--- src/fir_filter_direct_form_unit_defines.svh ---
// ----------------------------------------------------------------------------
// FIR filter assertion macros
// Shared concurrent assertion helpers for the FIR filter unit.
// ----------------------------------------------------------------------------
`ifndef FIR_FILTER_DIRECT_FORM_UNIT_DEFINES_SVH
`define FIR_FILTER_DIRECT_FORM_UNIT_DEFINES_SVH

// Assertion that is switched off while reset is asserted
`define FIR_ASSERT(label, clk, rst_n, prop, msg) \
  label: assert property (@(posedge clk) disable iff (!rst_n) prop) else $error(msg);

// Assertion that also checks behavior across reset
`define FIR_ASSERT_ALWAYS(label, clk, prop, msg) \
  label: assert property (@(posedge clk) prop) else $error(msg);

`endif

--- src/fir_pkg.sv ---
// ----------------------------------------------------------------------------
// FIR filter package
// Widths, codes and the control bundle shared by the FIR filter modules.
// ----------------------------------------------------------------------------
package fir_pkg;

  // Default tap count
  localparam int TAPS_DEF    = 25;

  // Field widths
  localparam int SAMPLE_W    = 16;
  localparam int COEF_W      = 16;
  localparam int IDX_W       = 5;
  localparam int PROD_W      = SAMPLE_W + COEF_W;

  // Q1.15 rounding
  localparam int ROUND_SHIFT = 15;
  localparam int ROUND_BIAS  = 1 << (ROUND_SHIFT - 1);
  localparam int OUT_MAX     = 32767;
  localparam int OUT_MIN     = -32768;

  // Request modes
  localparam logic MODE_COEF   = 1'b0;
  localparam logic MODE_SAMPLE = 1'b1;

  // Control broadcast to every tap cell
  typedef struct packed {
    logic                     shift;
    logic                     coef_we;
    logic [IDX_W-1:0]         coef_index;
    logic signed [COEF_W-1:0] coef_value;
  } cell_ctrl_t;

endpackage

--- src/fir_round_sat.sv ---
// ----------------------------------------------------------------------------
// FIR round and saturate
// Rounds the accumulator half up, drops 15 fraction bits, clips to 16 bits.
// ----------------------------------------------------------------------------
module fir_round_sat
  import fir_pkg::*;
#(
  parameter int ACC_W = PROD_W + 6
) (
  input  logic signed [ACC_W-1:0]    acc,
  output logic signed [SAMPLE_W-1:0] result,
  output logic                       clipped
);

  localparam int Y_W = ACC_W + 1 - ROUND_SHIFT;
  localparam logic signed [Y_W-1:0] Y_MAX = Y_W'(OUT_MAX);
  localparam logic signed [Y_W-1:0] Y_MIN = Y_W'(OUT_MIN);

  logic signed [ACC_W:0]  biased;
  logic signed [Y_W-1:0]  y;

  // Add half an LSB, then floor by dropping fraction bits
  assign biased = $signed({acc[ACC_W-1], acc}) + (ACC_W+1)'(ROUND_BIAS);
  assign y      = $signed(biased[ACC_W:ROUND_SHIFT]);

  // Clip to the 16-bit range
  always_comb begin
    priority if (y > Y_MAX) begin
      result  = SAMPLE_W'(OUT_MAX);
      clipped = 1'b1;
    end else if (y < Y_MIN) begin
      result  = SAMPLE_W'(OUT_MIN);
      clipped = 1'b1;
    end else begin
      result  = y[SAMPLE_W-1:0];
      clipped = 1'b0;
    end
  end

endmodule

--- config.mk ---
export PLATFORM = sky130hd
export DESIGN_NAME = fir_round_sat
export DESIGN_NICKNAME = d
export VERILOG_FILES = /design/src/fir_filter_direct_form_unit_defines.svh /design/src/fir_pkg.sv /design/src/fir_round_sat.sv
export SDC_FILE = /design/constraint.sdc
export NUM_CORES = 1
export LEC_CHECK = 0
export ABC_AREA = 1
export BUFFER_PORTS_ARGS = -buffer_cell sky130_fd_sc_hd__buf_2
export CAP_MARGIN = 30
export CORE_MARGIN = 10
export CORE_UTILIZATION = 49
export DETAILED_ROUTE_END_ITERATION = 12
export PLACE_DENSITY = 0.91
export SYNTH_ARGS = -nofsm -noshare
export SYNTH_HDL_FRONTEND = slang
export SYNTH_SLANG_ARGS = --single-unit
--- constraint.sdc ---
create_clock -name vclk -period 2.5
set_input_delay 0.125 -clock vclk [all_inputs]
set_output_delay 0.125 -clock vclk [all_outputs]
set_load 0.02 [all_outputs]
==> flow_metrics.py <==
metrics = {
    "power": {
        "power_density_nw_per_um2": 143.0,
        "p_switching_mw": 0.1012,
        "clkPwrFrac_pct": 0,
        "power_frac_comb_pct": 100.0,
        "power_leakage_nw": 0.5564,
        "intPower_mw": 0.05570,
        "swShare_pct": 64.50,
        "total_power_mw": 0.1569,
        "ir_drop_uv": 69.95,
        "seq_power_share_pct": 0,
    },
    "critical_path": {
        "slowest_stage": "ha_1",
        "cp_slowest_stage_delay_ns": 0.24,
        "critPathKind": "in -> out",
        "cp-start-kind": "input port",
        "cp_common_cell": "nand2_1",
        "worstSetupEndpointType": "primary output",
        "crit_chain": "buf_2, ha_1, nand2_2, nor2_4, nand2_2, nor2_1, nand2_1, nand2_1, nand2_1, nor2_2, nand2_2, nand2_4, nand2_1, nand2_1, buf_2",
        "worstPathArrival_ns": 1.80,
        "worstPathMaxFanout": 16,
        "cp.required_ns": 2.38,
    },
    "synthesis": {
        "synthDistinctLibCells": 17,
        "syn_area_sq_um": 883.3,
        "ys_seq_area_share_pct": 0,
        "synth.area.top_cells": "nand2_1, nor2_1, xor2_1",
        "synth_top_area_share_pct": 40.37,
        "yosys.area.top_type": "nand2_1",
        "ys.warnings.count": 0,
        "synth_nets": 223,
        "synth.avg_cell_area_sq_um": 4.801,
        "synthCells": 184,
    },
    "drt": {
        "vias": 1169,
        "drc": 0,
        "drt-initial-drc-count": 36,
        "postRouteAntennaNets": 0,
        "wl_per_cell_microns": 10.70,
        "dr.pass1.iters": 4,
        "vias_per_cell": 4.714,
        "finalWirelength_mm": 2.653,
    },
    "global_route": {
        "overflow": 0,
        "grt_pass1_vias": 1047,
        "globalRouteTotalUtil_pct": 12.65,
        "antenna_found_initial": 0,
        "grt_max_degree": 17,
        "grt_pass1_wl_mm": 4.485,
    },
    "final_layout": {
        "clkbuf_count": 0,
        "fin_area_sq_um": 1097,
        "final_cell_mix": "nand2_1, buf_2, nor2_1",
        "final_common_cell": "nand2_1",
        "seq_cells": 0,
        "synthToLayoutAreaGrowth_pct": 24.22,
        "drive_gt1_share_pct": 25.11,
        "final_cells": 248,
        "nNetsFinal": 264,
        "fin_util_pct": 63.55,
        "antenna_cells": 0,
        "seq_area_sq_um": 0,
    },
    "run_status": {
        "run_status": "complete, no violations",
    },
    "sta": {
        "worst_pin_slew_ns": 0.3481,
        "hold_slack_ns": 0.6632,
        "hold_viol_final": 0,
        "max_freq_mhz": 518.6,
        "slew_headroom_pct": 76.71,
        "setup_slack_ns": 0.5717,
        "rsz0062_at_grt": "no",
        "fin_tns_setup_ns": 0,
        "slew_viol_final": 0,
        "period_needed_ns": 1.928,
        "period_share_pct": 77.13,
        "setup_viol": 0,
    },
    "placed_design": {
        "dp.cells": 248,
        "place_congestion": 0.9129,
        "hpwlAfterDp_mm": 2.351,
        "dp_slack_ns": 0.5668,
        "dpl_cell_area_sq_um": 1097,
        "io_buffer_count": 41,
    },
    "clock_network": {
        "cts_setup_buffers": 0,
        "cts.repair.resized": 0,
        "ctsHoldBuffers": 0,
    },
    "floorplan": {
        "initial_utilization_pct": 51.16,
        "fp-row-count": 15,
        "die_height_microns": 62.46,
        "ios": 55,
        "core-area_sq_um": 1727,
        "die_area_sq_um": 3901,
        "die_w_microns": 62.46,
    },
    "worst_hold_path": {
        "hold_class": "in -> out",
    },
    "job": {
        "maxCapViolCount": 0,
    },
}
[final cells by class]
class	count	area, sq um
multi-input combinational	173	827.0
timing repair buffer	41	205.2
tap	25	31.28
fill	194	629.4
inverter	9	33.78
[power by group through the flow]
| stage | Sequential [mW] | Clock (mW) | Combinational, mW |
|---|---|---|---|
| 2_1_floorplan | 0 | 0 | 0.0981 |
| 3_3_place_gp | 0 | 0 | 0.155 |
| 3_5_place_dp | 0 | 0 | 0.158 |
| 4_1_cts | 0 | 0 | 0.158 |
| 5_1_grt | 0 | 0 | 0.175 |
| 6_report | 0 | 0 | 0.157 |
[final timing paths]
path | startpoint | end | slack [ns] | cells after the start
min | acc[26] | result[11] | 0.66 | 5
max | acc[14] | result[13] | 0.57 | 15
[logic make-up after synthesis]
logic type / synth area share (%)
and+or+nand+nor: 77.76
xor gates and xnor gates: 13.88
buffers and inverters: 6.373
AOI/OAI and AO/OA: 0.5660
adders and majority gates: 1.416
[metal layers]
layer	track usage (%)	vias to the layer above	part of all wire [%]
met4	0.2793	0	0.49
li1	-	637	-
met3	3.226	2	8.6
met1	15.11	484	42
met2	23.08	46	49
met5	0	-	0
[Yosys cell counts]
| cell | number |
|---|---|
| nand2_2 | 5 |
| xor2_1 | 10 |
| nand3b_1 | 6 |
| nor2_2 | 5 |
| ha_1 | 1 |
| inv_1 | 9 |
| nand4_1 | 1 |
| xnor2_1 | 4 |
| o21ai_1 | 1 |
| nand2_1 | 95 |
| and2_1 | 2 |
| nand3_1 | 5 |
| nor2_1 | 33 |
| nand2_4 | 2 |
| nor2_4 | 2 |
| buf_6 | 2 |
| nand3_2 | 1 |
[worst max-delay path, delay by kind of cell]
kind | cells | cell delay [ns]
buffers and inverters | 2 | 0.28
AND/OR/NAND/NOR | 12 | 1.17
adder cells (fa/ha/maj) | 1 | 0.24
Note: power is estimated with default switching activity, not from simulation.
