==> src/fir_filter_direct_form_unit_defines.svh <==
// ----------------------------------------------------------------------------
// FIR filter assertion macros
// Shared concurrent assertion helpers for the FIR filter unit.
// ----------------------------------------------------------------------------
`ifndef FIR_FILTER_DIRECT_FORM_UNIT_DEFINES_SVH
`define FIR_FILTER_DIRECT_FORM_UNIT_DEFINES_SVH

// Assertion that is switched off while reset is asserted
`define FIR_ASSERT(label, clk, rst_n, prop, msg) \
  label: assert property (@(posedge clk) disable iff (!rst_n) prop) else $error(msg);

// Assertion that also checks behavior across reset
`define FIR_ASSERT_ALWAYS(label, clk, prop, msg) \
  label: assert property (@(posedge clk) prop) else $error(msg);

`endif

==> src/fir_pkg.sv <==
// ----------------------------------------------------------------------------
// FIR filter package
// Widths, codes and the control bundle shared by the FIR filter modules.
// ----------------------------------------------------------------------------
package fir_pkg;

  // Default tap count
  localparam int TAPS_DEF    = 25;

  // Field widths
  localparam int SAMPLE_W    = 16;
  localparam int COEF_W      = 16;
  localparam int IDX_W       = 5;
  localparam int PROD_W      = SAMPLE_W + COEF_W;

  // Q1.15 rounding
  localparam int ROUND_SHIFT = 15;
  localparam int ROUND_BIAS  = 1 << (ROUND_SHIFT - 1);
  localparam int OUT_MAX     = 32767;
  localparam int OUT_MIN     = -32768;

  // Request modes
  localparam logic MODE_COEF   = 1'b0;
  localparam logic MODE_SAMPLE = 1'b1;

  // Control broadcast to every tap cell
  typedef struct packed {
    logic                     shift;
    logic                     coef_we;
    logic [IDX_W-1:0]         coef_index;
    logic signed [COEF_W-1:0] coef_value;
  } cell_ctrl_t;

endpackage

==> src/fir_tap_cell.sv <==
// ----------------------------------------------------------------------------
// FIR tap cell
// One tap: delayed sample, coefficient, registered product and partial sum.
// ----------------------------------------------------------------------------
module fir_tap_cell
  import fir_pkg::*;
#(
  parameter int ACC_W = PROD_W + 6,
  parameter int IDX   = 0
) (
  input  logic                       clk,
  input  logic                       rst_n,
  input  cell_ctrl_t                 ctrl,
  input  logic signed [SAMPLE_W-1:0] sample_prev,
  input  logic signed [ACC_W-1:0]    psum_prev,
  output logic signed [SAMPLE_W-1:0] sample_q,
  output logic signed [ACC_W-1:0]    psum_q
);

  logic signed [SAMPLE_W-1:0] sample_r, sample_nxt;
  logic signed [COEF_W-1:0]   coef_r, coef_nxt;
  logic signed [PROD_W-1:0]   prod_r, prod_nxt;
  logic signed [ACC_W-1:0]    psum_r, psum_nxt;
  logic                       hit;

  // Coefficient write addressed to this tap
  assign hit = ctrl.coef_we && (32'(ctrl.coef_index) == 32'(IDX));

  // Next values: shift, coefficient load, product, partial sum
  always_comb begin
    sample_nxt = ctrl.shift ? sample_prev : sample_r;
    coef_nxt   = hit ? ctrl.coef_value : coef_r;
    prod_nxt   = sample_r * coef_r;
    psum_nxt   = psum_prev + ACC_W'(prod_r);
  end

  // Tap state, cleared at reset
  always_ff @(posedge clk) begin
    if (!rst_n) begin
      sample_r <= '0;
      coef_r   <= '0;
    end else begin
      sample_r <= sample_nxt;
      coef_r   <= coef_nxt;
    end
  end

  // Arithmetic pipeline
  always_ff @(posedge clk) begin
    prod_r <= prod_nxt;
    psum_r <= psum_nxt;
  end

  assign sample_q = sample_r;
  assign psum_q   = psum_r;

endmodule

==> config.mk <==
export PLATFORM = sky130hd
export DESIGN_NAME = fir_tap_cell
export DESIGN_NICKNAME = d
export VERILOG_FILES = /design/src/fir_filter_direct_form_unit_defines.svh /design/src/fir_pkg.sv /design/src/fir_tap_cell.sv
export SDC_FILE = /design/constraint.sdc
export NUM_CORES = 1
export LEC_CHECK = 0
export BUFFER_PORTS_ARGS = -buffer_cell sky130_fd_sc_hd__buf_4
export CAP_MARGIN = 10
export CORE_MARGIN = 2
export CORE_UTILIZATION = 50
export CTS_CLUSTER_DIAMETER = 40
export CTS_CLUSTER_SIZE = 20
export DETAILED_ROUTE_END_ITERATION = 8
export GPL_TIMING_DRIVEN = 0
export PLACE_DENSITY = 0.81
export SLEW_MARGIN = 20
export SYNTH_ARGS = -nofsm -noshare
export SYNTH_HDL_FRONTEND = slang
export SYNTH_SLANG_ARGS = --single-unit
==> constraint.sdc <==
create_clock -name clk -period 17.51 [get_ports clk]
set_input_delay 0.8755 -clock clk [delete_from_list [all_inputs] [get_ports clk]]
set_output_delay 0.8755 -clock clk [all_outputs]
set_load 0.005 [all_outputs]
==> results of run 1 <==
-- per-layer routing --
layer	track usage, %	up-vias	wire, um
met3	5.013	54	2374
met4	7.600	0	847
met2	41.57	342	16300
li1	-	4905	-
met1	32.26	5156	14820
met5	0	-	0
-- power groups by stage --
stage          logic [mW]  registers (mW)  clock network (mW)
2_1_floorplan      0.0498           0.257                   0
3_3_place_gp       0.0933           0.259                   0
6_report           0.0955           0.254               0.216
4_1_cts            0.0959           0.254               0.222
3_5_place_dp       0.0954           0.259                   0
5_1_grt             0.106           0.256               0.230
-- metrics by stage --
step / setup WS (ns) / util [%] / std cells / hold WS (ns)
floorplan: 11.70 / - / 1500 / 0.4200
global placement: 10.44 / 56.13 / 2009 / 0.4238
detailed placement: 10.36 / 56.13 / 2009 / 0.4446
CTS: 10.34 / 57.26 / 2025 / 0.4629
global route: 9.966 / 57.26 / 2025 / 0.4651
finish: 10.28 / 57.26 / 2025 / 0.4582
-- sequential cells by signal, indices dropped and copies added (netlist names) --
signal	flops
prod_r	32
sample_q	16
coef_r	16
psum_q	38
-- worst min path at each step --
stage	from	end	depth (start not counted)
2_1_floorplan	prod_r[0]	psum_q[0]	1
3_3_place_gp	prod_r[0]	psum_q[0]	1
3_5_place_dp	prod_r[0]	psum_q[0]	1
4_1_cts	prod_r[0]	psum_q[0]	1
5_1_grt	prod_r[0]	psum_q[0]	1
6_report	prod_r[0]	psum_q[0]	1
-- cell usage in the layout, fill, tap and decap left out, drive strengths merged, types with 3 or more instances in the layout --
master	count
nand3	7
a21oi	53
a21boi	3
a311oi	3
nor2	41
o311ai	3
a2111oi	4
mux2i	33
o21a	10
a211oi	3
nand2b	10
a31oi	5
dfxtp	102
o21ai	32
nand4	7
a21o	26
nor3	9
and4	3
and3	3
nand2	145
and2	128
nor2b	39
xnor2	50
fa	263
inv	301
clkbuf	56
ha	119
a211o	3
buf	132
o21bai	7
xor2	18
-- final cells by class --
| class | count | area, um^2 |
|---|---|---|
| plain buffers | 47 | 177.7 |
| clock buffers | 10 | 239.0 |
| clock inverters | 6 | 77.57 |
| fillers | 2399 | 11910 |
| inverters | 299 | 1122 |
| multi-input cells | 1052 | 10840 |
| flip-flops and latches | 102 | 2042 |
| well taps | 378 | 473.0 |
| repair buffers | 131 | 983.4 |
-- cells by family (layout without fill, tap and decap cells) --
logic type,after synthesis,after routing,share of synthesized area (%)
mux,34,34,2.409
compound gates,168,168,7.791
flops,102,102,14.40
simple gates,400,400,14.40
buf+inv,346,493,9.168
fa+ha+maj,382,382,47.63
xor+xnor,68,68,4.200
-- worst max-delay path: stages (launching register included) --
cell	delay [ns]
dfxtp_1	0.32
clkbuf_1	0.48
clkbuf_1	0.58
nand2_1	0.15
fa_1	0.52
inv_1	0.05
fa_1	0.52
inv_1	0.06
fa_1	0.53
inv_1	0.05
fa_1	0.44
fa_1	0.49
inv_1	0.05
fa_1	0.47
inv_1	0.04
ha_1	0.32
and2_1	0.17
a311o_1	0.31
a21oi_1	0.25
a21oi_1	0.22
o21ai_0	0.49
a311o_1	0.31
mux2i_1	0.20
nand4_1	0.10
==> results.yml, run 1 <==
status:
  status: "complete, no violations"
setup_path:
  end_kind: "flip-flop"
  setup.worst_path.start: "coef_r[9]"
  cp.arrival_ns: 7.48
  r2r-start: "coef_r[9]"
  critPathLaunchType: "flip-flop"
  path_max_fanout: 10
  reg2reg_to: "prod_r[30]"
  critPathKind: "flip-flop to flip-flop"
  worstPathRequired_ns: 17.75
  crit_path_end: "prod_r[30]"
  rr_worst_depth: 23
  r2r_setup_slack_ns: 10.28
routing:
  drc: 0
  vias: 10457
  dr.pass1.iters: 5
  wl_per_cell_um: 16.96
  finalWirelength_um: 34340
  detail_route.vias_per_cell: 5.164
  drtIter0Drc: 719
  ant_nets: 0
floorplan:
  io_pins: 133
  start_util_pct: 50.90
  die_area_mm2: 0.02972
  die_x_um: 172.4
  core_area_mm2: 0.02786
  rows: 61
  die_y_um: 172.4
power_and_ir_drop:
  internal-power_mw: 0.4095
  ir_worst_vdd_mv: 0.04155
  p_total_mw: 0.5655
  comb_power_share_pct: 16.9
  cellLeakagePower_nw: 8.428
  power.share.clock_pct: 38.2
  power_frac_seq_pct: 45.0
  p_per_area_mw_per_mm2: 35.45
  power_switching_mw: 0.1560
  switching_share_pct: 27.58
logic_synthesis:
  synth_nets: 1961
  ys.flop_type: "dfxtp_1"
  synth.cell_area_mm2: 0.01418
  synthArstFlopShare_pct: 0
  ys_warn_count: 0
  syn_area_per_cell_um2: 9.453
  synthTopCellsByCount: "299 x inv_1, 263 x fa_1, 145 x nand2_1, 128 x and2_1, 119 x ha_1"
  synth_edf_count: 0
  yosys_register_bits: 102
  synth_area_leaders: "fa_1 37%, dfxtp_1 14%, ha_1 11%"
  seq_area_frac_synth_pct: 14.40
  yosysUniqueCellTypes: 57
  synth_largest_area_cell: "fa_1"
  synth_cells: 1500
  synth_top_area_share_pct: 37.13
  synthMostInstantiatedCell: "inv_1"
place:
  place.gp.congestion: 0.9844
  place_hpwl_um: 28340
  port-buffer-count: 131
  placed_area_mm2: 0.01564
timing:
  fmax_mhz: 138.3
  tightest_slew_ns: 0.7752
  fin_worst_skew_ns: 0.01035
  finalMaxSlewViolations: 0
  setup_viol: 0
  layout_min_cycle_time_ns: 7.233
  finalCritPeriodShare_pct: 41.31
  slew_headroom_pct: 48.32
  rsz0062_at_grt: "false"
  tns_ns: 0
  hold_viol_final: 0
clock_tree:
  clock_tree.buffer_depth: 2
  cts_max_level: 3
  cts_setup_buffers: 0
  cts_root_buf: "clkbuf_16"
  ctsResizeCount: 0
  cts_sinks: 102
  postCtsHoldBufs: 0
  cts.clk_slew.worst_paths_ns: 0.08
  cts_made_buffers: 9
  worstSkewPairLatency_ns: 0.37
  cts_tree: "done"
grt:
  gr-total-overflow: 0
  grt_pass1_wl_um: 56500
  grt_start_max_net_pins: 19
  grt_usage_pct: 24.73
  grt_pass1_vias: 11289
  antenna_found_initial: 0
cells_and_area:
  drive_gt1_share_pct: 9.593
  nNetsFinal: 2103
  antenna_cells: 0
  syn2layout_area_growth_pct: 12.50
  fin_area_mm2: 0.01595
flow_run:
  maxCapViolations: 0
hold_path:
  min_path_type: "flip-flop to flip-flop"
Power figures use the tool's default switching activity.
==> run 2, diff against run 1 <==
--- a/config.mk
+++ b/config.mk
@@ -5,6 +5,7 @@
 export SDC_FILE = /design/constraint.sdc
 export NUM_CORES = 1
 export LEC_CHECK = 0
+export ABC_AREA = 1
 export BUFFER_PORTS_ARGS = -buffer_cell sky130_fd_sc_hd__buf_4
 export CAP_MARGIN = 10
 export CORE_MARGIN = 2
@@ -13,7 +14,7 @@
 export CTS_CLUSTER_SIZE = 20
 export DETAILED_ROUTE_END_ITERATION = 8
 export GPL_TIMING_DRIVEN = 0
-export PLACE_DENSITY = 0.81
+export PLACE_DENSITY = 0.8
 export SLEW_MARGIN = 20
 export SYNTH_ARGS = -nofsm -noshare
 export SYNTH_HDL_FRONTEND = slang
==> constraint.sdc (replaced) <==
create_clock -name clk -period 7.1 [get_ports clk]
set_input_delay 0.355 -clock clk [delete_from_list [all_inputs] [get_ports clk]]
set_output_delay 0.355 -clock clk [all_outputs]
set_load 0.005 [all_outputs]
==> run 2 against run 1 <==
Synthesized cell count increased by 52%. Sequential power increased to 2.5 times the previous value. Register-to-register slack got worse by 9.8 ns. Clock power increased by 150%. Clock skew increased by 0.024 ns. Highest routed layer unchanged.
==> results.yml, run 2 <==
timing:
  hold_viol_final: 0
  rsz0062_at_grt: "false"
  finalCritPeriodShare_pct: 93.58
  tightest_slew_ns: 0.7629
  slew_headroom_pct: 49.14
  finalMaxSlewViolations: 0
  setup_viol: 0
  layout_min_cycle_time_ns: 6.644
  tns_ns: 0
  fin_worst_skew_ns: 0.03466
  fmax_mhz: 150.5
cells_and_area:
  antenna_cells: 0
  drive_gt1_share_pct: 8.635
  layout_common_cells: "654 x nand2_1, 616 x inv_1, 263 x fa_1"
  fin_area_mm2: 0.01818
  final_common_cell: "nand2_1"
  largest_reg_flops: 38
  syn2layout_area_growth_pct: 11.38
  final_core_util_pct: 56.18
  nNetsFinal: 2888
setup_path:
  r2r-start: "sample_q[7]"
  setup.worst_path.start: "sample_q[7]"
  critPathKind: "flip-flop to flip-flop"
  path_max_fanout: 10
  cp.arrival_ns: 6.92
  critPathLaunchType: "flip-flop"
  crit_chain: "clkbuf_1 -> clkbuf_1 -> nand2_1 -> fa_1 -> inv_1 -> fa_1 -> inv_1 -> fa_1 -> inv_1 -> fa_1 -> fa_1 -> inv_1 -> fa_1 -> inv_1 -> ha_1 -> a21oi_1 -> a21boi_2 -> nand3_2 -> nand2_1 -> inv_1 -> o21bai_1 -> nand2_1"
  critPathSlowestCell: "clkbuf_1"
  slowest_delay_ns: 0.63
  end_kind: "flip-flop"
  worstPathRequired_ns: 7.38
grt:
  gr-total-overflow: 0
  grt_usage_pct: 27.93
  grt_pass1_vias: 15132
  busiest_layer: "met2"
  grt_util_met1_pct: 32.38
  grt_use_met3_pct: 5.394
  antenna_found_initial: 0
  grt_start_max_net_pins: 22
  grt_use_met2_pct: 49.26
  grt_pass1_wl_um: 73280
clock_tree:
  cts_setup_buffers: 0
  cts_made_buffers: 9
  worstSkewPairLatency_ns: 0.41
  cts_sinks: 102
  ctsResizeCount: 0
  cts.clk_slew.worst_paths_ns: 0.11
  clock_tree.buffer_depth: 2
  postCtsHoldBufs: 0
  cts_root_buf: "clkbuf_16"
  cts_max_level: 3
  cts_tree: "done"
logic_synthesis:
  ys.flop_type: "dfxtp_1"
  synth_largest_area_cell: "fa_1"
  synth_area_leaders: "fa_1 32%, nand2_1 15%, inv_1 14%"
  seq_area_frac_synth_pct: 12.51
  synthTopCellsByCount: "654 x nand2_1, 616 x inv_1, 263 x fa_1, 132 x nor2_1, 119 x ha_1"
  synth_top_area_share_pct: 32.25
  yosysUniqueCellTypes: 31
  ys_warn_count: 0
  synth_nets: 2745
  yosys_register_bits: 102
  synthArstFlopShare_pct: 0
  synth_cells: 2284
  synth.cell_area_mm2: 0.01633
  syn_area_per_cell_um2: 7.148
  synth_edf_count: 0
  synthMostInstantiatedCell: "nand2_1"
routing:
  wl_per_cell_um: 15.52
  finalWirelength_um: 44610
  vias: 14433
  drtIter0Drc: 990
  drc: 0
  dr.pass1.iters: 7
  ant_nets: 0
  detail_route.vias_per_cell: 5.022
power_and_ir_drop:
  ir_worst_vdd_mv: 0.1735
  cellLeakagePower_nw: 11.13
  p_per_area_mw_per_mm2: 91.24
status:
  status: "complete, no violations"
hold_path:
  min_path_type: "input port to flip-flop"
  min-delay-start: "sample_prev[2]"
floorplan:
  core_area_mm2: 0.03237
  die_y_um: 184.7
  die_x_um: 184.7
  die_area_mm2: 0.03412
  rows: 66
  start_util_pct: 50.44
  io_pins: 133
place:
  place_hpwl_um: 37990
  place.gp.congestion: 0.9889
  placed_area_mm2: 0.01787
  port-buffer-count: 132
flow_run:
  maxCapViolations: 0
==> run 2: changes by cell type in the layout (fill, tap and decap cells not counted), sizes merged, moves of 20 or more <==
cell and delta:
xnor2 -43, nor2b -39, nand2 +527, nand3 +64, inv +320, and2 -128
a21o -25, clkbuf +24, mux2i -33, o21ai +20, nor2 +107
==> run 2: logic make-up after synthesis <==
| family | Yosys count | synth area share [%] |
|---|---|---|
| and+or+nand+nor | 933 | 23.59 |
| AOI/OAI and AO/OA | 134 | 4.429 |
| DFF | 102 | 12.51 |
| adders and majority gates | 382 | 41.37 |
| buffers and inverters | 692 | 15.91 |
| xor gates and xnor gates | 41 | 2.199 |
==> run 2: final timing paths <==
check        slack [ns]           to  cells after the start
min                0.16  sample_q[2]                      3
max reg2reg        0.46   prod_r[19]                     22
min reg2reg        0.44    psum_q[0]                      1
max                0.46   prod_r[19]                     22
==> run 2: stage by stage <==
stage | total power, mW | hold WS [ns] | instances | setup slack [ns]
CTS | 1.665 | 0.1558 | 2874 | 0.5896
floorplan | 0.9291 | 0.4200 | 2284 | 1.641
global route | 1.744 | 0.1789 | 2874 | 0.2028
detailed placement | 1.135 | 0.4375 | 2858 | 0.5975
global placement | 1.125 | 0.4353 | 2858 | 0.7205
finish | 1.659 | 0.1648 | 2874 | 0.4556
==> run 2: layer usage <==
metal / up-vias / part of all wire (%)
li1: 6880 / -
met1: 6795 / 38
met2: 624 / 49
met3: 134 / 8.1
met4: 0 / 4.8
met5: - / 0
==> run 2: layout make-up <==
type / count / area [um^2]
repair buffers: 132 / 991.0
plain buffers: 71 / 266.5
flip-flops and latches: 102 / 2042
fillers: 3068 / 14190
clock inverters: 7 / 88.84
inverters: 621 / 2331
multi-input cells: 1490 / 11690
clock buffers: 9 / 225.2
well taps: 442 / 553.0
==> run 2: where the power goes <==
| part | switching [mW] | internal, mW |
|---|---|---|
| sequential | 0.0177 | 0.626 |
| clock | 0.281 | 0.251 |
| combinational | 0.291 | 0.193 |
| total | 0.590 | 1.07 |
==> run 2: critical path: cells and delay by family (launching register included) <==
| kind | cells | cell delay (ns) |
|---|---|---|
| adders and majority gates | 7 | 3.41 |
| buffers and inverters | 8 | 1.49 |
| DFF | 1 | 0.34 |
| and+or+nand+nor | 4 | 0.56 |
| AOI/OAI and AO/OA | 3 | 0.75 |
